==> config.mk <==
export PLATFORM = sky130hd
export DESIGN_NAME = lod_state
export DESIGN_NICKNAME = d
export VERILOG_FILES = /design/src/lod_pkg.sv /design/src/lod_state.sv
export SDC_FILE = /design/constraint.sdc
export NUM_CORES = 2
export LEC_CHECK = 0
export BUFFER_PORTS_ARGS = -buffer_cell sky130_fd_sc_hd__buf_2
export CAP_MARGIN = 20
export CORE_ASPECT_RATIO = 0.9
export CORE_UTILIZATION = 60
export CTS_CLUSTER_SIZE = 25
export DETAILED_ROUTE_END_ITERATION = 7
export GPL_ROUTABILITY_DRIVEN = 0
export GPL_TIMING_DRIVEN = 0
export PLACE_DENSITY_LB_ADDON = 0.25
export SYNTH_ARGS = -nofsm -noshare
export SYNTH_HDL_FRONTEND = slang
export SYNTH_SLANG_ARGS = --single-unit
==> constraint.sdc <==
create_clock -name i_clk -period 148.6 [get_ports i_clk]
set_input_delay 29.72 -clock i_clk [delete_from_list [all_inputs] [get_ports i_clk]]
set_output_delay 29.72 -clock i_clk [all_outputs]
set_load 0.02 [all_outputs]
==> src/lod_pkg.sv <==
// Shared types, sizes and threshold constants for the LOD level selector.
// No dependencies; imported by every module of the block.
`default_nettype none
package lod_pkg;

    localparam int INSTANCE_COUNT = 1024;
    localparam int IDX_W          = $clog2(INSTANCE_COUNT);
    localparam int MAX_LEVELS     = 4;
    localparam int LEVEL_W        = 2;
    localparam int COUNT_W        = 3;

    // operand and square widths of the geometry path
    localparam int OP_W   = 35;
    localparam int SQ_W   = 70;
    localparam int SUM_W  = 72;
    localparam int ROOT_W = SUM_W / 2;
    localparam int REM_W  = ROOT_W + 2;

    localparam int THR_W     = 13;
    localparam int THR_N     = 8;
    localparam int PROD_W    = THR_W + ROOT_W;
    localparam int LHS_W     = 73;
    localparam int CMP_W     = 80;
    localparam int THR_CULL   = 6;
    localparam int THR_UNCULL = 7;

    localparam logic [ROOT_W-1:0] MIN_DIST2X = ROOT_W'(131);

    // thresholds in twentieths of a pixel: down 0..2, up 0..2, cull, uncull
    localparam logic [THR_W-1:0] THR20 [THR_N] = '{
        THR_W'(3400), THR_W'(1360), THR_W'(544),
        THR_W'(4600), THR_W'(1840), THR_W'(736),
        THR_W'(170),  THR_W'(230)
    };

    // front (4) + root (ROOT_W) + product, sum, compare (3)
    localparam int SIDE_LEN = 4 + ROOT_W + 3;

    localparam logic [2:0] CFG_CAMERA_X    = 3'd0;
    localparam logic [2:0] CFG_CAMERA_Y    = 3'd1;
    localparam logic [2:0] CFG_CAMERA_Z    = 3'd2;
    localparam logic [2:0] CFG_PROJ_FACTOR = 3'd3;
    localparam logic [2:0] CFG_SELECT_EN   = 3'd4;

    typedef struct packed {
        logic               valid;
        logic [IDX_W-1:0]   idx;
        logic [COUNT_W-1:0] count;
        logic               skinned;
        logic               enabled;
        logic               degen;
    } t_side;

    typedef struct packed {
        logic [2:0] down;
        logic [2:0] up;
        logic       cull_below;
        logic       uncull_above;
    } t_cmp;

endpackage
`default_nettype wire

==> src/lod_state.sv <==
// Level and cull table with read-modify-write update and clearing pass.
// Depends on lod_pkg.
`default_nettype none
module lod_state
    import lod_pkg::*;
(
    input  wire logic               i_clk,
    input  wire logic               i_rst_n,
    input  wire t_side              i_item,
    input  wire t_cmp               i_cmp,
    output logic                    o_busy,
    output logic                    o_valid,
    output logic [IDX_W-1:0]        o_index,
    output logic [LEVEL_W-1:0]      o_level,
    output logic                    o_culled
);

    logic [LEVEL_W:0] mem [INSTANCE_COUNT];
    logic [LEVEL_W:0] r_rdata;
    t_side            r_cur;
    t_cmp             r_cmp;
    logic             r_wr_valid;
    logic [IDX_W-1:0] r_wr_idx;
    logic [LEVEL_W:0] r_wr_data;
    logic             r_clr_busy;
    logic [IDX_W-1:0] r_clr_cnt;
    logic [IDX_W-1:0] n_clr_cnt;
    logic             r_out_valid;
    logic [IDX_W-1:0] r_out_idx;
    logic [LEVEL_W:0] r_out_data;

    logic [LEVEL_W:0]   stored, n_data;
    logic               wr_en;

    always_comb begin
        logic [COUNT_W-1:0] cnt;
        logic [LEVEL_W-1:0] max_lvl, lvl;
        logic               cul;
        stored = (r_wr_valid && r_wr_idx == r_cur.idx) ? r_wr_data : r_rdata;
        cnt = r_cur.count;
        if (cnt == '0) cnt = COUNT_W'(1);
        if (cnt > COUNT_W'(MAX_LEVELS)) cnt = COUNT_W'(MAX_LEVELS);
        max_lvl = LEVEL_W'(cnt - COUNT_W'(1));
        lvl = stored[LEVEL_W-1:0];
        if (lvl > max_lvl) lvl = max_lvl;
        for (int k = 0; k < 3; k++) begin
            if (lvl < max_lvl && r_cmp.down[lvl]) lvl = lvl + LEVEL_W'(1);
        end
        for (int k = 0; k < 3; k++) begin
            if (lvl != '0 && !r_cmp.up[lvl - LEVEL_W'(1)]) lvl = lvl - LEVEL_W'(1);
        end
        cul = stored[LEVEL_W];
        if (!cul && r_cmp.cull_below) cul = 1'b1;
        else if (cul && r_cmp.uncull_above) cul = 1'b0;

        wr_en  = 1'b0;
        n_data = stored;
        if (r_cur.skinned) begin
            n_data = stored;
        end else if (!r_cur.enabled) begin
            wr_en  = 1'b1;
            n_data = '0;
        end else if (!r_cur.degen) begin
            wr_en  = 1'b1;
            n_data = {cul, lvl};
        end
        wr_en = wr_en && r_cur.valid;
    end

    always_ff @(posedge i_clk) begin
        if (r_clr_busy) begin
            mem[r_clr_cnt] <= '0;
        end else if (wr_en) begin
            mem[r_cur.idx] <= n_data;
        end
        r_rdata    <= mem[i_item.idx];
        r_cur      <= i_item;
        r_cmp      <= i_cmp;
        r_wr_idx   <= r_cur.idx;
        r_wr_data  <= n_data;
        r_out_idx  <= r_cur.idx;
        r_out_data <= n_data;
    end

    always_ff @(posedge i_clk) begin
        if (!i_rst_n) begin
            r_clr_busy  <= 1'b1;
            r_clr_cnt   <= '0;
            r_wr_valid  <= 1'b0;
            r_out_valid <= 1'b0;
        end else begin
            r_clr_cnt   <= n_clr_cnt;
            if (r_clr_busy && r_clr_cnt == IDX_W'(INSTANCE_COUNT - 1)) r_clr_busy <= 1'b0;
            r_wr_valid  <= wr_en && !r_clr_busy;
            r_out_valid <= r_cur.valid && !r_clr_busy;
        end
    end

    assign n_clr_cnt = r_clr_busy ? r_clr_cnt + IDX_W'(1) : '0;

    assign o_busy   = r_clr_busy;
    assign o_valid  = r_out_valid;
    assign o_index  = r_out_idx;
    assign o_level  = r_out_data[LEVEL_W-1:0];
    assign o_culled = r_out_data[LEVEL_W];

    a_no_item_in_clear: assert property (@(posedge i_clk) disable iff (!i_rst_n)
        r_clr_busy |-> !r_cur.valid)
        else $error("item in table stage during clearing pass");
    a_clear_ends_zero: assert property (@(posedge i_clk) disable iff (!i_rst_n)
        $fell(r_clr_busy) |-> r_clr_cnt == '0)
        else $error("clearing pass ended off count");
    a_result_follows_item: assert property (@(posedge i_clk) disable iff (!i_rst_n)
        r_cur.valid && !r_clr_busy |=> r_out_valid)
        else $error("result strobe missing");

endmodule
`default_nettype wire

After elaboration in Yosys (flattened, before gate mapping). Memory sizes are Yosys's and may differ from the RTL's. A register that Yosys moved wholly into a read port is not among the register bits. Cells that the tools add are included.

Register bits after elaboration: 51. RAM bits: 3072. Input bits: 27. Output and inout bits: 15. Word-level logic and storage cells: 100. Memories kept: 1.

Add/sub/neg operators: 8. Magnitude comparators: 11. Equality and inequality tests: 2. Muxes and demuxes: 38. Reduce and logical (&&, ||, !) cells: 24.

Memory list: mem (words 1024, width 3, rd ports 1, clocked after Yosys merged registers in 1, wr ports 1, line lod_state.sv:18) `logic [LEVEL_W:0] mem [INSTANCE_COUNT];`.

Operator list (number): 2-bit by 3-bit < comparator with 1-bit output (second input constant) (6); 3-bit 2-to-1 mux (6); 1-bit 2-to-1 mux (17); 2-bit 2-to-1 mux (8); 1-bit logical AND (13); 1-bit binary-select mux with 2-bit select (6); 10-bit by 1-bit adder with 10-bit output (second input constant) (1); 10-bit equality test (1); 10-bit equality test (second input constant) (1); 10-bit 2-to-1 mux (1); 2-bit by 1-bit subtractor with 2-bit output (second input constant) (4); 2-bit by 1-bit adder with 2-bit output (second input constant) (3); 2-bit < comparator (3); 2-bit nonzero test (3); 1-bit zero test (5); 3-bit > comparator (second input constant) (1); 3-bit zero test (1); 3-bit OR reduction (1); 2-bit > comparator (1); 2-bit AND reduction (1).

Logic depth before layout (Yosys ltp).
Depth in word-level cells: 41. Depth in mapped cells: 38. Gate-level depth less buffers: 37.

Worst setup path before layout. OpenSTA, ideal clock, no wires.

Kind: flip-flop to flip-flop. From: reg o_index[0] (netlist name). To: mem mem[0][1] (netlist bit), data pin. Library setup time: 11156 ps. Arrival: 63325 ps. Data required time: 137444 ps. Slack: 74119 ps. Stages on the path, launching flop included: 37. Buffers on the path: 0. Period minus slack after synthesis: 74481 ps. Cells stage by stage: dfxtp_1 -> xnor2_1 -> nand4_1 -> nor3_1 -> mux2_2 -> ha_1 -> or2_2 -> nor4_2 -> nor3_1 -> nor2_1 -> inv_1 -> ha_1 -> inv_1 -> a31oi_2 -> inv_2 -> ha_1 -> inv_1 -> o2111ai_1 -> a211oi_1 -> a21oi_1 -> a32oi_1 -> a21oi_1 -> o21ai_1 -> o21ai_0 -> ha_1 -> o21ai_0 -> o31ai_2 -> and2_4 -> or2_2 -> ha_1 -> nor2b_1 -> a211o_1 -> inv_1 -> a221oi_1 -> mux2_1 -> a211oi_1 -> o41ai_1.

RTL lines (line): end, declared (lod_state.sv:18).

==> flow_summary.yaml <==
worst_hold_path:
  hold_path.class: "flop to flop"
sta:
  period_share_pct: 23.20
  slew-limit-headroom_pct: 14.41
  worst_slew_pin_slew_ps: 1284
  tns_ps: 0
  maxClockFrequency_ghz: 0.02901
  least_setup_slack_across_all_paths_after_layout_ps: 114130
  fin_skew_ps: 73.37
  report.final.hold_viol_count: 0
  fin_hold_ws_ps: 413.9
  final_period_minus_worst_setup_slack_ps: 34470
  setup_repair_after_global_routing_missed_its_margin: "false"
  drv_slew: 0
  setup_viol_count_final: 0
worst_setup_path:
  end_kind: "flop"
  worstSetupStartpointType: "input port"
  worst_ep_required_time_ps: 149390
  worstPathArrival_ps: 35260
  worst-path-max-fanout: 10
  reg2reg_setup_slack_ps: 136980
  setup.worst_path.class: "input port to flop"
die:
  placement_rows: 157
  area_of_the_die_mm2: 0.2086
  die_h_um: 433.4
  floorplan.core_area_mm2: 0.2045
  number_of_top_level_design_ports: 42
  initial_core_util_pct: 60.68
  die_w_um: 481.3
drt:
  drt-vias-per-instance: 7.211
  avgRoutedWirePerCell_um: 40.00
  detailedRoute.firstPassIterationCount: 8
  routed-wl-met2_um: 167000
  route.top_layer_used: "met5"
  drc: 0
  wl_met1_um: 125500
  routed-wl-met3_um: 62630
  num_vias: 68402
  routed_wire_length_um: 379500
  ant_nets: 0
  drt_iter0_drc: 13795
cells_and_area:
  fill_cells: 12132
  layout.cell_area.non_filler_mm2: 0.1405
  footprint_of_the_multi_input_gates_mm2: 0.02907
  seqCellArea_mm2: 0.09333
  final_nets: 6576
  final_layout_size_suffix_gt1_share_pct: 28.04
  syn2layout_area_growth_pct: 13.24
clocking:
  cts_tree: "yes"
  post_cts_buffers: 0
  cts-htree-levels: 5
  cts.reportedPaths.clkPinSlew_ps: 60
  maximum_count_of_clock_buffers_along_a_single_path: 4
  post_cts_resized: 0
  cts_hold_buf: 0
  root_buffer: "sky130_fd_sc_hd__clkbuf_16"
  tritoncts_num_sinks: 3126
  clock_network_latency_to_the_later_pin_of_the_worst_skew_pair_ps: 960
  cts-buffers-inserted: 312
yosys:
  synth_cells: 5966
  syn_avg_cell_area_um2: 20.80
  distinct_cells_synth: 64
  synth-compound-area-share_pct: 0.5224
  synth_seq_cells: 3126
  synth.mux.area_fraction_pct: 18.65
  synth_adder_area_share_pct: 0.08067
  async_flop_share_pct: 0
  syn-num-nets: 6001
  synthSimpleGateAreaFrac_pct: 4.005
  synth.yosys.seq_area_share_pct: 75.22
  dominant_combinational_cell_family_by_area_after_synthesis: "multiplexers"
  edff_count_synth: 3072
  netlist_area_mm2: 0.1241
  synth_warnings: 0
  leading_register_cell_type_out_of_synthesis: "sky130_fd_sc_hd__edfxtp_1"
  synth-xor-area-share_pct: 0.1129
global_routing:
  grt_antenna_before_repair: 37
  globalRouteTotalUtil_pct: 37.09
  grt_pass1_wl_um: 520900
  grt_start_max_net_pins: 85
  first_global_vias: 66789
  overflow_left_after_global_routing: 0
power:
  p_total_uw: 1778
  p_leak_uw: 0.03538
  ir_drop_mv: 0.01255
  share_clk_of_total_power_pct: 42.9
  switching_share_pct: 20.91
  comb_power_share_pct: 3.4
  total_switching_power_uw: 371.7
  intPower_uw: 1406
  power_per_cell_area_mw_per_mm2: 12.65
  p_seq_share_pct: 53.7
run_status:
  outcome: "finished, final reports clean"
placement:
  standard_cell_area_after_detailed_placement_mm2: 0.1307
  port_buffers: 41
  hpwl_um: 259600
  dp_worst_setup_slack_ps: 113280
flow_run:
  drv.max_cap_violation_count: 0
-- power groups by stage --
stage | Sequential, uW | Combinational (uW) | Clock (uW)
after floorplan | 974 | 32.0 | 0
after global placement | 974 | 55.0 | 0
after detailed placement | 974 | 58.7 | 0
after CTS | 955 | 59.1 | 759
after global routing | 954 | 61.5 | 793
final | 955 | 61.3 | 762
-- Yosys cell counts, types with 5 or more instances --
| cell | number | area [um2] |
|---|---|---|
| sky130_fd_sc_hd__nand3b_1 | 8 | 60.06 |
| sky130_fd_sc_hd__nand2b_1 | 14 | 87.58 |
| sky130_fd_sc_hd__mux2i_1 | 6 | 60.06 |
| sky130_fd_sc_hd__or2_2 | 6 | 37.54 |
| sky130_fd_sc_hd__dfxtp_1 | 54 | 1081 |
| sky130_fd_sc_hd__xnor2_1 | 13 | 113.9 |
| sky130_fd_sc_hd__a21oi_1 | 20 | 100.1 |
| sky130_fd_sc_hd__buf_1 | 36 | 135.1 |
| sky130_fd_sc_hd__nor2b_1 | 7 | 43.79 |
| sky130_fd_sc_hd__o21ai_0 | 13 | 65.06 |
| sky130_fd_sc_hd__mux4_2 | 1023 | 23040 |
| sky130_fd_sc_hd__nand2_1 | 80 | 300.3 |
| sky130_fd_sc_hd__or3_1 | 10 | 62.56 |
| sky130_fd_sc_hd__and2_1 | 10 | 62.56 |
| sky130_fd_sc_hd__clkbuf_1 | 339 | 1272 |
| sky130_fd_sc_hd__o21ai_1 | 8 | 40.04 |
| sky130_fd_sc_hd__edfxtp_1 | 3072 | 92250 |
| sky130_fd_sc_hd__ha_1 | 8 | 100.1 |
| sky130_fd_sc_hd__nor2_1 | 1054 | 3956 |
| sky130_fd_sc_hd__nand3_1 | 20 | 100.1 |
| sky130_fd_sc_hd__nand4_1 | 10 | 62.56 |
| sky130_fd_sc_hd__a21o_1 | 5 | 37.54 |
| sky130_fd_sc_hd__nor3_1 | 12 | 60.06 |
| sky130_fd_sc_hd__buf_2 | 54 | 270.3 |
| sky130_fd_sc_hd__inv_1 | 14 | 52.55 |
-- critical path, cell delays in order --
cell	delay, ps
sky130_fd_sc_hd__buf_2	190
sky130_fd_sc_hd__clkbuf_1	770
sky130_fd_sc_hd__clkbuf_2	780
sky130_fd_sc_hd__clkbuf_1	880
sky130_fd_sc_hd__mux4_2	490
sky130_fd_sc_hd__mux4_2	520
sky130_fd_sc_hd__mux4_2	620
sky130_fd_sc_hd__mux4_2	630
sky130_fd_sc_hd__mux4_2	630
-- sequential cells by signal (all words and copies together), names as in the netlist --
register    count
mem          3072
o_busy          1
o_index        10
o_valid         1
r_clr_cnt      10
r_cmp           8
r_cur          17
r_out_data      3
r_rdata         3
r_wr_valid      1
-- cell families (layout without fill, tap and decap cells) --
| family | after synthesis | in the layout |
|---|---|---|
| AND/OR/NAND/NOR | 1248 | 1248 |
| buffers and inverters | 445 | 1238 |
| XOR/XNOR | 16 | 16 |
| adder cells (fa/ha/maj) | 8 | 8 |
| other | 0 | 24 |
| multiplexers | 1033 | 1033 |
| flip-flops | 3126 | 3126 |
| AO/OA/AOI/OAI | 90 | 90 |
-- final timing paths --
kind / from / to / cells past startpoint
worst max-delay path: i_item[7] / r_rdata[2]$_DFF_P_ / 9
worst min-delay path: r_cur[15]$_DFF_P_ / o_index[9]$_DFF_P_ / 0
worst max register to register: r_cur[11]$_DFF_P_ / mem[382][1]$_DFFE_PP_ / 47
worst min register to register: r_cur[15]$_DFF_P_ / o_index[9]$_DFF_P_ / 0
-- area by class of cell --
| type | count | share of cell area [%] |
|---|---|---|
| diodes | 24 | 0.04275 |
| repair buffers | 261 | 2.283 |
| well taps | 2703 | 2.407 |
| clock inverters | 164 | 1.032 |
| inverters | 15 | 0.04007 |
| clock buffers | 368 | 5.774 |
| multi-input cells | 2395 | 20.69 |
| flip-flops and latches | 3126 | 66.43 |
| plain buffers | 430 | 1.300 |
-- routing by layer --
metal / GRT usage, % / vias to the layer above
met5: 0 / -
met4: 19.64 / 28
met3: 14.05 / 1210
met2: 53.28 / 6377
met1: 49.76 / 35242
li1: - / 25545
-- cells in the final DEF, fill, tap and decap left out, types with 30 or more instances in the layout --
master / netlist / routed
sky130_fd_sc_hd__buf_1: 36 / 30
sky130_fd_sc_hd__buf_12: 0 / 35
sky130_fd_sc_hd__buf_2: 54 / 101
sky130_fd_sc_hd__buf_4: 0 / 95
sky130_fd_sc_hd__buf_8: 0 / 53
sky130_fd_sc_hd__clkbuf_1: 339 / 286
sky130_fd_sc_hd__clkbuf_16: 0 / 316
sky130_fd_sc_hd__clkbuf_2: 0 / 104
sky130_fd_sc_hd__clkinv_1: 0 / 62
sky130_fd_sc_hd__clkinv_2: 0 / 53
sky130_fd_sc_hd__dfxtp_1: 54 / 54
sky130_fd_sc_hd__edfxtp_1: 3072 / 3072
sky130_fd_sc_hd__mux4_2: 1023 / 1023
sky130_fd_sc_hd__nand2_1: 80 / 80
sky130_fd_sc_hd__nor2_1: 1054 / 1054
-- through the flow --
stage	instances	utilization, %
floorplan	5966	-
global placement	8710	62.43
detailed placement	8919	63.93
CTS	9451	68.60
global route	9463	68.68
finish	9486	68.71
Power figures use the tool's default switching activity.
